==> config.mk <==
export PLATFORM = sky130hd
export DESIGN_NAME = damped_motion_rotation_matrix_flat
export DESIGN_NICKNAME = d
export VERILOG_FILES = /design/src/hdl/dmrm_pkg.sv /design/src/hdl/dmrm_cmd_if.sv /design/src/hdl/dmrm_rsp_if.sv /design/src/hdl/dmrm_cfg_if.sv /design/src/hdl/damped_motion_rotation_matrix.sv /design/src/flat_wrapper.sv
export VERILOG_INCLUDE_DIRS = /design/src /design/src/hdl
export SDC_FILE = /design/constraint.sdc
export NUM_CORES = 2
export LEC_CHECK = 0
export BUFFER_PORTS_ARGS = -buffer_cell sky130_fd_sc_hd__buf_2
export CAP_MARGIN = 30
export CORE_ASPECT_RATIO = 1.1
export CORE_MARGIN = 8
export CORE_UTILIZATION = 47
export DETAILED_ROUTE_END_ITERATION = 10
export GPL_TIMING_DRIVEN = 0
export MAX_ROUTING_LAYER = met4
export PLACE_DENSITY = 0.68
export SLEW_MARGIN = 0
export SYNTH_ARGS = -nofsm -noshare
export SYNTH_HDL_FRONTEND = slang
export SYNTH_SLANG_ARGS = --single-unit
==> constraint.sdc <==
create_clock -name clk -period 20.1 [get_ports clk]
set_input_delay 2.01 -clock clk [delete_from_list [all_inputs] [get_ports clk]]
set_output_delay 2.01 -clock clk [all_outputs]
set_load 0.02 [all_outputs]
==> src/hdl/damped_motion_rotation_matrix_assert.svh <==
// Assertion helpers for the damped motion rotation matrix block.
`ifndef DAMPED_MOTION_ROTATION_MATRIX_ASSERT_SVH
`define DAMPED_MOTION_ROTATION_MATRIX_ASSERT_SVH

// expr must never hold outside reset
`define DMRM_NEVER(label, clk, rst_n, expr) \
	label: assert property (@(posedge clk) disable iff (!rst_n) !(expr)) \
		else $error("dmrm: forbidden condition");

// ante implies cons in the same cycle
`define DMRM_IMPL(label, clk, rst_n, ante, cons) \
	label: assert property (@(posedge clk) disable iff (!rst_n) (ante) |-> (cons)) \
		else $error("dmrm: implication failed");

// ante implies cons in the following cycle
`define DMRM_NEXT(label, clk, rst_n, ante, cons) \
	label: assert property (@(posedge clk) disable iff (!rst_n) (ante) |=> (cons)) \
		else $error("dmrm: next-cycle implication failed");

`endif

==> src/hdl/dmrm_pkg.sv <==
package dmrm_pkg;

	localparam int FRAC_BITS = 16;
	localparam int ANG_FRAC = 24;
	localparam int CORDIC_STEPS = 20;

	typedef logic [1:0] func_t;
	localparam func_t FUNC_MOVE  = 2'd0;
	localparam func_t FUNC_TURN  = 2'd1;
	localparam func_t FUNC_FRAME = 2'd2;

	typedef logic [1:0] cfg_idx_t;
	localparam cfg_idx_t CFG_MOVE_STEP  = 2'd0;
	localparam cfg_idx_t CFG_TURN_STEP  = 2'd1;
	localparam cfg_idx_t CFG_MOVE_DECAY = 2'd2;
	localparam cfg_idx_t CFG_TURN_DECAY = 2'd3;

	typedef logic signed [1:0] dir_t;
	localparam dir_t DIR_ZERO  = 2'sb00;
	localparam dir_t DIR_POS   = 2'sb01;
	localparam dir_t DIR_NEG2  = 2'sb10;
	localparam dir_t DIR_NEG   = 2'sb11;

	// 360 and 90 degrees in angle units
	localparam logic [32:0] PERIOD  = 33'(360) << FRAC_BITS;
	localparam logic [32:0] QUARTER = 33'(90) << FRAC_BITS;

	localparam logic signed [33:0] CORDIC_X0 = 34'sd652032874;
	localparam logic signed [17:0] ONE_Q16 = 18'sd65536;

	function automatic logic signed [33:0] atan_deg(input logic [4:0] i);
		logic signed [33:0] v;
		case (i)
			5'd0:    v = 34'sd754974720;
			5'd1:    v = 34'sd445687602;
			5'd2:    v = 34'sd235489088;
			5'd3:    v = 34'sd119537938;
			5'd4:    v = 34'sd60000934;
			5'd5:    v = 34'sd30029717;
			5'd6:    v = 34'sd15018523;
			5'd7:    v = 34'sd7509720;
			5'd8:    v = 34'sd3754917;
			5'd9:    v = 34'sd1877466;
			5'd10:   v = 34'sd938734;
			5'd11:   v = 34'sd469367;
			5'd12:   v = 34'sd234684;
			5'd13:   v = 34'sd117342;
			5'd14:   v = 34'sd58671;
			5'd15:   v = 34'sd29335;
			5'd16:   v = 34'sd14668;
			5'd17:   v = 34'sd7334;
			5'd18:   v = 34'sd3667;
			5'd19:   v = 34'sd1833;
			default: v = 34'sd0;
		endcase
		return v;
	endfunction

endpackage

==> src/hdl/dmrm_cmd_if.sv <==
interface dmrm_cmd_if;
	logic valid;
	logic ready;
	logic [1:0] func;
	logic [1:0] axis;
	logic signed [1:0] direction;

	modport source (output valid, func, axis, direction, input ready);
	modport sink (input valid, func, axis, direction, output ready);
endinterface

==> src/hdl/dmrm_rsp_if.sv <==
interface dmrm_rsp_if;
	logic valid;
	logic ready;
	logic [1:0] row;
	logic signed [17:0] col0;
	logic signed [17:0] col1;
	logic signed [17:0] col2;
	logic signed [31:0] shift;
	logic last;

	modport source (output valid, row, col0, col1, col2, shift, last, input ready);
	modport sink (input valid, row, col0, col1, col2, shift, last, output ready);
endinterface

==> src/hdl/dmrm_cfg_if.sv <==
interface dmrm_cfg_if;
	logic valid;
	logic ready;
	logic [1:0] index;
	logic [31:0] data;

	modport source (output valid, index, data, input ready);
	modport sink (input valid, index, data, output ready);
endinterface

==> src/hdl/damped_motion_rotation_matrix.sv <==
// Damped motion and Euler-angle rotation matrix. Move and turn transactions
// on cmd update one offset or angle (none for axis 3) and produce no result.
// A frame tick runs a sequencer around one shared 32x18 multiplier, one
// compare/subtract reducer and one CORDIC add/shift stage: per axis a setup
// step, angle reduction, 20 CORDIC iterations, sine/cosine rounding and the
// matrix product (two multiply-accumulates per entry, two entries per row).
// Three rows then go out on rsp, each held until rsp is ready, and the six
// decays each take a multiply and a write-back. cmd is not ready until the
// frame is finished. cfg writes are always accepted.
`include "damped_motion_rotation_matrix_assert.svh"

module damped_motion_rotation_matrix (
	input  logic clk,
	input  logic arst_n,
	dmrm_cmd_if.sink   cmd,
	dmrm_rsp_if.source rsp,
	dmrm_cfg_if.sink   cfg
);

	typedef enum logic [3:0] {
		ST_IDLE, ST_LDA, ST_RED, ST_ROT, ST_SC, ST_MUL, ST_ACC,
		ST_LOAD, ST_EMIT, ST_DMUL, ST_DWR
	} state_t;

	state_t state_q;

	logic signed [31:0] move_step_q, turn_step_q;
	logic [16:0] move_decay_q, turn_decay_q;

	// entries 0..2 offsets, 3..5 angles
	logic signed [31:0] st_q [6];
	logic signed [17:0] m_q [3][3];

	logic [1:0] ax_q, row_q;
	logic col_q, k_q;
	logic [3:0] red_q;
	logic [4:0] it_q;
	logic [2:0] d_q;
	logic [1:0] quad_q;
	logic [32:0] r_q;
	logic signed [33:0] x_q, y_q, z_q;
	logic signed [17:0] c_q, s_q, tp_q;
	logic signed [49:0] prod_q;
	logic signed [50:0] acc_q;

	logic [1:0] rsp_row_q;
	logic signed [17:0] rsp_c0_q, rsp_c1_q, rsp_c2_q;
	logic signed [31:0] rsp_shift_q;
	logic rsp_last_q, rsp_valid_q;

	function automatic logic signed [17:0] sat_q16(input logic signed [50:0] v);
		if (v > 51'sd65536)
			return dmrm_pkg::ONE_Q16;
		else if (v < -51'sd65536)
			return -dmrm_pkg::ONE_Q16;
		else
			return v[17:0];
	endfunction

	assign cfg.ready = 1'b1;
	assign cmd.ready = (state_q == ST_IDLE);

	assign rsp.valid = rsp_valid_q;
	assign rsp.row   = rsp_row_q;
	assign rsp.col0  = rsp_c0_q;
	assign rsp.col1  = rsp_c1_q;
	assign rsp.col2  = rsp_c2_q;
	assign rsp.shift = rsp_shift_q;
	assign rsp.last  = rsp_last_q;

	// rotation plane of the current axis
	logic [1:0] ip, in_n;
	always_comb begin
		case (ax_q)
			2'd0:    begin ip = 2'd1; in_n = 2'd2; end
			2'd1:    begin ip = 2'd2; in_n = 2'd0; end
			default: begin ip = 2'd0; in_n = 2'd1; end
		endcase
	end

	// single read port on the offset/angle file
	logic [2:0] rd_idx;
	logic signed [31:0] rd_val;
	always_comb begin
		case (state_q)
			ST_IDLE: rd_idx = (cmd.func == dmrm_pkg::FUNC_TURN) ?
				3'({1'b0, cmd.axis} + 3'd3) : {1'b0, cmd.axis};
			ST_LDA:  rd_idx = 3'({1'b0, ax_q} + 3'd3);
			ST_LOAD: rd_idx = {1'b0, row_q};
			default: rd_idx = d_q;
		endcase
		rd_val = (rd_idx < 3'd6) ? st_q[rd_idx] : 32'sd0;
	end

	// move / turn update with saturation
	logic signed [31:0] step;
	logic signed [34:0] sd, diff;
	logic signed [31:0] upd;
	always_comb begin
		step = (cmd.func == dmrm_pkg::FUNC_TURN) ? turn_step_q : move_step_q;
		case (cmd.direction)
			dmrm_pkg::DIR_POS:  sd = 35'(step);
			dmrm_pkg::DIR_NEG:  sd = -35'(step);
			dmrm_pkg::DIR_NEG2: sd = -(35'(step) <<< 1);
			default:            sd = 35'sd0;
		endcase
		diff = 35'(rd_val) - sd;
		if (diff > 35'sd2147483647)
			upd = 32'sh7fffffff;
		else if (diff < -35'sd2147483648)
			upd = 32'sh80000000;
		else
			upd = diff[31:0];
	end

	// angle reduction: restoring subtract of 360<<k, then quadrant bits
	logic [32:0] red_k, r_next;
	logic red_ge;
	always_comb begin
		if (red_q < 4'd8)
			red_k = dmrm_pkg::PERIOD << (3'd7 - red_q[2:0]);
		else
			red_k = dmrm_pkg::QUARTER << (4'd9 - red_q);
		red_ge = (r_q >= red_k);
		r_next = red_ge ? (r_q - red_k) : r_q;
	end

	// CORDIC stage
	logic signed [33:0] dx, dy;
	assign dx = y_q >>> it_q;
	assign dy = x_q >>> it_q;

	logic signed [33:0] xr, yr;
	logic signed [17:0] cc, ss;
	assign xr = (x_q + 34'sd8192) >>> 14;
	assign yr = (y_q + 34'sd8192) >>> 14;
	assign cc = sat_q16(51'(xr));
	assign ss = sat_q16(51'(yr));

	// shared multiplier operands
	logic signed [31:0] mul_a;
	logic signed [17:0] mul_b;
	logic [16:0] dsel, dlim;
	always_comb begin
		dsel = (d_q < 3'd3) ? move_decay_q : turn_decay_q;
		dlim = (dsel > 17'd65536) ? 17'd65536 : dsel;
		if (state_q == ST_DMUL) begin
			mul_a = rd_val;
			mul_b = 18'(17'd65536 - dlim);
		end else begin
			mul_a = 32'(m_q[row_q][k_q ? in_n : ip]);
			case ({col_q, k_q})
				2'b00:   mul_b = c_q;
				2'b01:   mul_b = s_q;
				2'b10:   mul_b = -s_q;
				default: mul_b = c_q;
			endcase
		end
	end

	logic signed [50:0] sum, sum_r;
	logic signed [17:0] t_ent;
	assign sum = acc_q + 51'(prod_q);
	assign sum_r = (sum + 51'sd32768) >>> 16;
	assign t_ent = sat_q16(sum_r);

	// decay, rounded toward zero
	logic signed [49:0] neg_p;
	logic signed [31:0] dec_val;
	always_comb begin
		neg_p = -prod_q;
		if (prod_q >= 0)
			dec_val = prod_q[47:16];
		else
			dec_val = -(neg_p[47:16]);
	end

	always_ff @(posedge clk or negedge arst_n) begin
		if (!arst_n) begin
			state_q <= ST_IDLE;
			move_step_q <= '0;
			turn_step_q <= '0;
			move_decay_q <= '0;
			turn_decay_q <= '0;
			for (int i = 0; i < 6; i++)
				st_q[i] <= '0;
			ax_q <= '0;
			row_q <= '0;
			col_q <= 1'b0;
			k_q <= 1'b0;
			red_q <= '0;
			it_q <= '0;
			d_q <= '0;
			rsp_valid_q <= 1'b0;
		end else begin
			if (cfg.valid) begin
				case (cfg.index)
					dmrm_pkg::CFG_MOVE_STEP:  move_step_q <= cfg.data;
					dmrm_pkg::CFG_TURN_STEP:  turn_step_q <= cfg.data;
					dmrm_pkg::CFG_MOVE_DECAY: move_decay_q <= cfg.data[16:0];
					dmrm_pkg::CFG_TURN_DECAY: turn_decay_q <= cfg.data[16:0];
					default: ;
				endcase
			end
			case (state_q)
				ST_IDLE: begin
					if (cmd.valid) begin
						if ((cmd.func == dmrm_pkg::FUNC_MOVE ||
							cmd.func == dmrm_pkg::FUNC_TURN) && cmd.axis != 2'd3)
							st_q[rd_idx] <= upd;
						else if (cmd.func == dmrm_pkg::FUNC_FRAME) begin
							for (int i = 0; i < 3; i++)
								for (int j = 0; j < 3; j++)
									m_q[i][j] <= (i == j) ? dmrm_pkg::ONE_Q16 : 18'sd0;
							ax_q <= '0;
							state_q <= ST_LDA;
						end
					end
				end
				ST_LDA: begin
					// bias by 128 periods so the value is non-negative
					r_q <= 33'(rd_val) + (dmrm_pkg::PERIOD << 7);
					red_q <= '0;
					state_q <= ST_RED;
				end
				ST_RED: begin
					r_q <= r_next;
					if (red_q == 4'd8)
						quad_q[1] <= red_ge;
					if (red_q == 4'd9) begin
						quad_q[0] <= red_ge;
						z_q <= 34'(r_next) <<< (dmrm_pkg::ANG_FRAC - dmrm_pkg::FRAC_BITS);
						x_q <= dmrm_pkg::CORDIC_X0;
						y_q <= '0;
						it_q <= '0;
						state_q <= ST_ROT;
					end else
						red_q <= red_q + 4'd1;
				end
				ST_ROT: begin
					if (z_q >= 0) begin
						x_q <= x_q - dx;
						y_q <= y_q + dy;
						z_q <= z_q - dmrm_pkg::atan_deg(it_q);
					end else begin
						x_q <= x_q + dx;
						y_q <= y_q - dy;
						z_q <= z_q + dmrm_pkg::atan_deg(it_q);
					end
					if (it_q == 5'(dmrm_pkg::CORDIC_STEPS - 1))
						state_q <= ST_SC;
					else
						it_q <= it_q + 5'd1;
				end
				ST_SC: begin
					case (quad_q)
						2'd0:    begin c_q <= cc;  s_q <= ss;  end
						2'd1:    begin c_q <= -ss; s_q <= cc;  end
						2'd2:    begin c_q <= -cc; s_q <= -ss; end
						default: begin c_q <= ss;  s_q <= -cc; end
					endcase
					row_q <= '0;
					col_q <= 1'b0;
					k_q <= 1'b0;
					state_q <= ST_MUL;
				end
				ST_MUL: begin
					prod_q <= mul_a * mul_b;
					if (!k_q)
						acc_q <= '0;
					state_q <= ST_ACC;
				end
				ST_ACC: begin
					if (!k_q) begin
						acc_q <= sum;
						k_q <= 1'b1;
						state_q <= ST_MUL;
					end else begin
						k_q <= 1'b0;
						if (!col_q) begin
							tp_q <= t_ent;
							col_q <= 1'b1;
							state_q <= ST_MUL;
						end else begin
							m_q[row_q][ip] <= tp_q;
							m_q[row_q][in_n] <= t_ent;
							col_q <= 1'b0;
							if (row_q == 2'd2) begin
								row_q <= '0;
								if (ax_q == 2'd2)
									state_q <= ST_LOAD;
								else begin
									ax_q <= ax_q + 2'd1;
									state_q <= ST_LDA;
								end
							end else begin
								row_q <= row_q + 2'd1;
								state_q <= ST_MUL;
							end
						end
					end
				end
				ST_LOAD: begin
					rsp_row_q <= row_q;
					rsp_c0_q <= m_q[row_q][0];
					rsp_c1_q <= m_q[row_q][1];
					rsp_c2_q <= m_q[row_q][2];
					rsp_shift_q <= rd_val;
					rsp_last_q <= (row_q == 2'd2);
					rsp_valid_q <= 1'b1;
					state_q <= ST_EMIT;
				end
				ST_EMIT: begin
					if (rsp.ready) begin
						rsp_valid_q <= 1'b0;
						if (row_q == 2'd2) begin
							d_q <= '0;
							state_q <= ST_DMUL;
						end else begin
							row_q <= row_q + 2'd1;
							state_q <= ST_LOAD;
						end
					end
				end
				ST_DMUL: begin
					prod_q <= mul_a * mul_b;
					state_q <= ST_DWR;
				end
				ST_DWR: begin
					st_q[d_q] <= dec_val;
					if (d_q == 3'd5)
						state_q <= ST_IDLE;
					else begin
						d_q <= d_q + 3'd1;
						state_q <= ST_DMUL;
					end
				end
				default: state_q <= ST_IDLE;
			endcase
		end
	end

	`DMRM_NEVER(a_no_overlap, clk, arst_n, cmd.ready && rsp.valid)
	`DMRM_IMPL(a_last_row, clk, arst_n, rsp.valid, rsp.last == (rsp.row == 2'd2))
	`DMRM_NEXT(a_frame_busy, clk, arst_n,
		cmd.valid && cmd.ready && cmd.func == dmrm_pkg::FUNC_FRAME, !cmd.ready)

endmodule

==> src/flat_wrapper.sv <==
// flat-port wrapper written by rule: the top's interface ports become plain ports
module damped_motion_rotation_matrix_flat 
  (clk, arst_n, cmd_valid, cmd_func, cmd_axis, cmd_direction, cmd_ready, rsp_valid, rsp_row, rsp_col0, rsp_col1, rsp_col2, rsp_shift, rsp_last, rsp_ready, cfg_valid, cfg_index, cfg_data, cfg_ready);
  dmrm_cmd_if cmd_i ();
  dmrm_rsp_if rsp_i ();
  dmrm_cfg_if cfg_i ();
  input  logic clk;
  input  logic arst_n;
  input wire logic [$bits(cmd_i.valid)-1:0] cmd_valid;
  input wire logic [$bits(cmd_i.func)-1:0] cmd_func;
  input wire logic [$bits(cmd_i.axis)-1:0] cmd_axis;
  input wire logic [$bits(cmd_i.direction)-1:0] cmd_direction;
  output wire logic [$bits(cmd_i.ready)-1:0] cmd_ready;
  output wire logic [$bits(rsp_i.valid)-1:0] rsp_valid;
  output wire logic [$bits(rsp_i.row)-1:0] rsp_row;
  output wire logic [$bits(rsp_i.col0)-1:0] rsp_col0;
  output wire logic [$bits(rsp_i.col1)-1:0] rsp_col1;
  output wire logic [$bits(rsp_i.col2)-1:0] rsp_col2;
  output wire logic [$bits(rsp_i.shift)-1:0] rsp_shift;
  output wire logic [$bits(rsp_i.last)-1:0] rsp_last;
  input wire logic [$bits(rsp_i.ready)-1:0] rsp_ready;
  input wire logic [$bits(cfg_i.valid)-1:0] cfg_valid;
  input wire logic [$bits(cfg_i.index)-1:0] cfg_index;
  input wire logic [$bits(cfg_i.data)-1:0] cfg_data;
  output wire logic [$bits(cfg_i.ready)-1:0] cfg_ready;
  assign cmd_i.valid = cmd_valid;
  assign cmd_i.func = cmd_func;
  assign cmd_i.axis = cmd_axis;
  assign cmd_i.direction = cmd_direction;
  assign cmd_ready = cmd_i.ready;
  assign rsp_valid = rsp_i.valid;
  assign rsp_row = rsp_i.row;
  assign rsp_col0 = rsp_i.col0;
  assign rsp_col1 = rsp_i.col1;
  assign rsp_col2 = rsp_i.col2;
  assign rsp_shift = rsp_i.shift;
  assign rsp_last = rsp_i.last;
  assign rsp_i.ready = rsp_ready;
  assign cfg_i.valid = cfg_valid;
  assign cfg_i.index = cfg_index;
  assign cfg_i.data = cfg_data;
  assign cfg_ready = cfg_i.ready;
  damped_motion_rotation_matrix u_core (.clk(clk), .arst_n(arst_n), .cmd(cmd_i), .rsp(rsp_i), .cfg(cfg_i));
endmodule
==> summary.txt <==
Worst setup path
  – CP startpoint kind: input port
  – Setup crit end kind: flop
  – WP data arrival: 16.97 ns
  – CP peak stage delay: 0.86 ns
  – Critical path class: in -> reg
  – Crit-path max FO: 10
  – Critical path required time: 20.55 ns
  – R2R setup slack: 4.03 ns
  – Cell repeated most along the worst path: fa_1
  – CP Buf/Inv Count: 11
  – Cell family with most CP delay: compound AO/OA/AOI/OAI gates
  – CP max stage cell: nor2_1

Timing
  – Rel. slew slack: 0.231
  – Worst slew pin tran: 1.15 ns
  – Final period util: 0.822
  – Post-Route Skew: 0.0649 ns
  – Fmax: 60.5 MHz
  – Endpoints failing hold: 0
  – Final min period: 16.52 ns
  – Final setup violation count: 0
  – Slew Viols, Final: 0
  – Hold_ws: 0.482 ns
  – Unrepaired setup endpoints after global routing: no
  – Worst setup margin: 3.58 ns

Run
  – Maxcap violations: 0

Worst hold path
  – Worst hold path type: reg -> reg

Layout
  – Nets: 10300
  – Layout cells sized above 1: 0.0818
  – # fillers: 16200
  – Area growth from synthesis to layout: 9.89%

Logic synthesis
  – Synth cell count leaders: nand2_1, inv_1, edfxtp_1, nor2_1, fa_1
  – Synthesized area: 83200 µm²
  – Most common cell in the netlist: nand2_1
  – Main synth FF type: edfxtp_1
  – EDFF count, synth: 597
  – Ranking of synthesized cells by area: edfxtp_1, fa_1, dfrtp_1
  – Part of the Yosys area used for sequential elements: 0.310
  – Netlist cell types: 95
  – Synth Register Bits: 910
  – Average size of a mapped cell: 9.24 µm²
  – Synth warnings: 0
  – Top cell type's share of synthesized area: 0.215
  – Largest area contributor in the netlist: edfxtp_1
  – Syn Inst Count: 9003
  – Async SR Flop Fraction: 0.344
  – Syn Nets: 9974

CTS
  – Latest clock arrival within the worst-skew pair: 0.81 ns
  – CTS sink cnt: 910
  – Post-CTS Setup Bufs: 0
  – Root Buffer: clkbuf_16
  – Resize count post-CTS: 0
  – Clk buf depth: 3
  – Hold_buf cts: 0
  – Clock transition at path regs: 0.06 ns
  – H-tree Lvls: 3
  – Cts bufs inserted: 103
  – CTS tree: yes

Detailed routing
  – Met3 wire length: 31700 µm
  – Routed wire length: 315000 µm
  – Starting DRT DRC Count: 8998
  – First-pass DRT Iterations: 9
  – Wl on met1: 123000 µm
  – Vias post-DR: 73700
  – Vias/cell: 6.24
  – WL per Instance: 26.7 µm
  – # DRC: 0
  – Wire length on met2: 141000 µm
  – DR top layer: met4
  – Antenna viol nets, final: 0

Die
  – Initial core utilization: 0.471
  – # IOs: 137
  – Site Rows: 162
  – Core region area: 177000 µm²
  – Die height: 457 µm
  – Width of the die: 417 µm
  – Die area: 191000 µm²

Placement
  – Dpl ws: 3.44 ns
  – Final HPWL DP: 248000 µm
  – Final Wtd Congestion: 1.07
  – Buffers on Ports: 133

GRT
  – Vias in the first global route: 71500
  – First-pass GRT wire length: 461000 µm
  – All-Layer GR Usage: 0.327
  – Grt ovf: 0
  – Largest net degree at the start of global routing: 115
  – Initial antenna violation count: 11

Run status
  – Run status: completed
-- logic make-up after synthesis --
logic type	count (synthesis)	synth area share
simple gates	3056	0.167
compound gates	1873	0.149
buf+inv	1362	0.0618
fa+ha+maj	926	0.190
flops	910	0.310
mux	450	0.0783
xor+xnor	425	0.0447
other cells	1	0.0000451
-- registers in the layout, indices dropped and copies added (netlist names), 17 cells and up --
signal,count
u_core.acc_q,51
u_core.z_q,34
u_core.r_q,33
u_core.tp_q,18
u_core.turn_step_q,32
u_core.prod_q,50
u_core.move_step_q,32
u_core.move_decay_q,17
u_core.x_q,34
u_core.turn_decay_q,17
u_core.s_q,18
u_core.st_q,192
u_core.m_q,216
u_core.rsp.col2,18
u_core.c_q,18
u_core.rsp.col1,18
u_core.rsp.col0,18
u_core.rsp.shift,32
u_core.y_q,34
-- cells in the final DEF (no fill, tap or decap), types with 173 or more instances in the layout --
master	n
a21oi_1	407
clkbuf_1	459
dfrtp_1	313
edfxtp_1	597
fa_1	559
ha_1	367
inv_1	815
nand2_1	1409
nand3_1	238
nor2_1	561
o21ai_0	450
o221ai_1	173
xnor2_1	251
xor2_1	174
-- stage by stage --
stage               instances  instance area (µm²)  utilization  setup TNS, ns
floorplan                9003                83200            -              0
global placement        11500                86900        0.492         -63.65
detailed placement      11600                88000        0.498              0
CTS                     11800                91400        0.518              0
global route            11800                91400        0.518              0
finish                  11800                91500        0.518              0
-- worst min-delay path: cells and delay by family, from the launching register on --
family | cells | cell delay (ns)
AOI/OAI and AO/OA | 1 | 0.06
and+or+nand+nor | 1 | 0.05
DFF | 1 | 0.34
-- cell type report --
| type | count | area [µm²] | area share |
|---|---|---|---|
| Buffer | 544 | 2080 | 0.0227 |
| Antenna cell | 12 | 30.0 | 0.000328 |
| Inverter | 818 | 3070 | 0.0336 |
| Clock buffer | 133 | 2820 | 0.0309 |
| Clock inverter | 59 | 591 | 0.00646 |
| Sequential cell | 910 | 25800 | 0.282 |
| Tap cell | 2378 | 2980 | 0.0325 |
| Timing Repair Buffer | 217 | 1710 | 0.0187 |
| Multi-Input combinational cell | 6731 | 52400 | 0.573 |
-- worst paths after layout --
path,start,end,cells past startpoint
min in group asynchronous,arst_n,u_core.turn_step_q[21]$_DFFE_PN0P_,1
min,u_core.st_q[131]$_DFFE_PN0P_,u_core.st_q[131]$_DFFE_PN0P_,2
min reg2reg,u_core.st_q[131]$_DFFE_PN0P_,u_core.st_q[131]$_DFFE_PN0P_,2
max in group asynchronous,arst_n,u_core.state_q[2]$_DFFE_PN0P_,3
max,cmd_func[0],u_core.prod_q[44]$_DFFE_PP_,43
max reg2reg,u_core.state_q[3]$_DFFE_PN0P_,u_core.prod_q[44]$_DFFE_PP_,43
-- per-layer routing --
| layer | track usage | vias up |
|---|---|---|
| met4 | 0.167 | 0 |
| met5 | - | - |
| li1 | - | 32200 |
| met1 | 0.413 | 36500 |
| met3 | 0.0719 | 886 |
| met2 | 0.497 | 4052 |
Power is not shown: default switching activity piles up to over one toggle a cycle in this logic, so the estimate is an artifact.
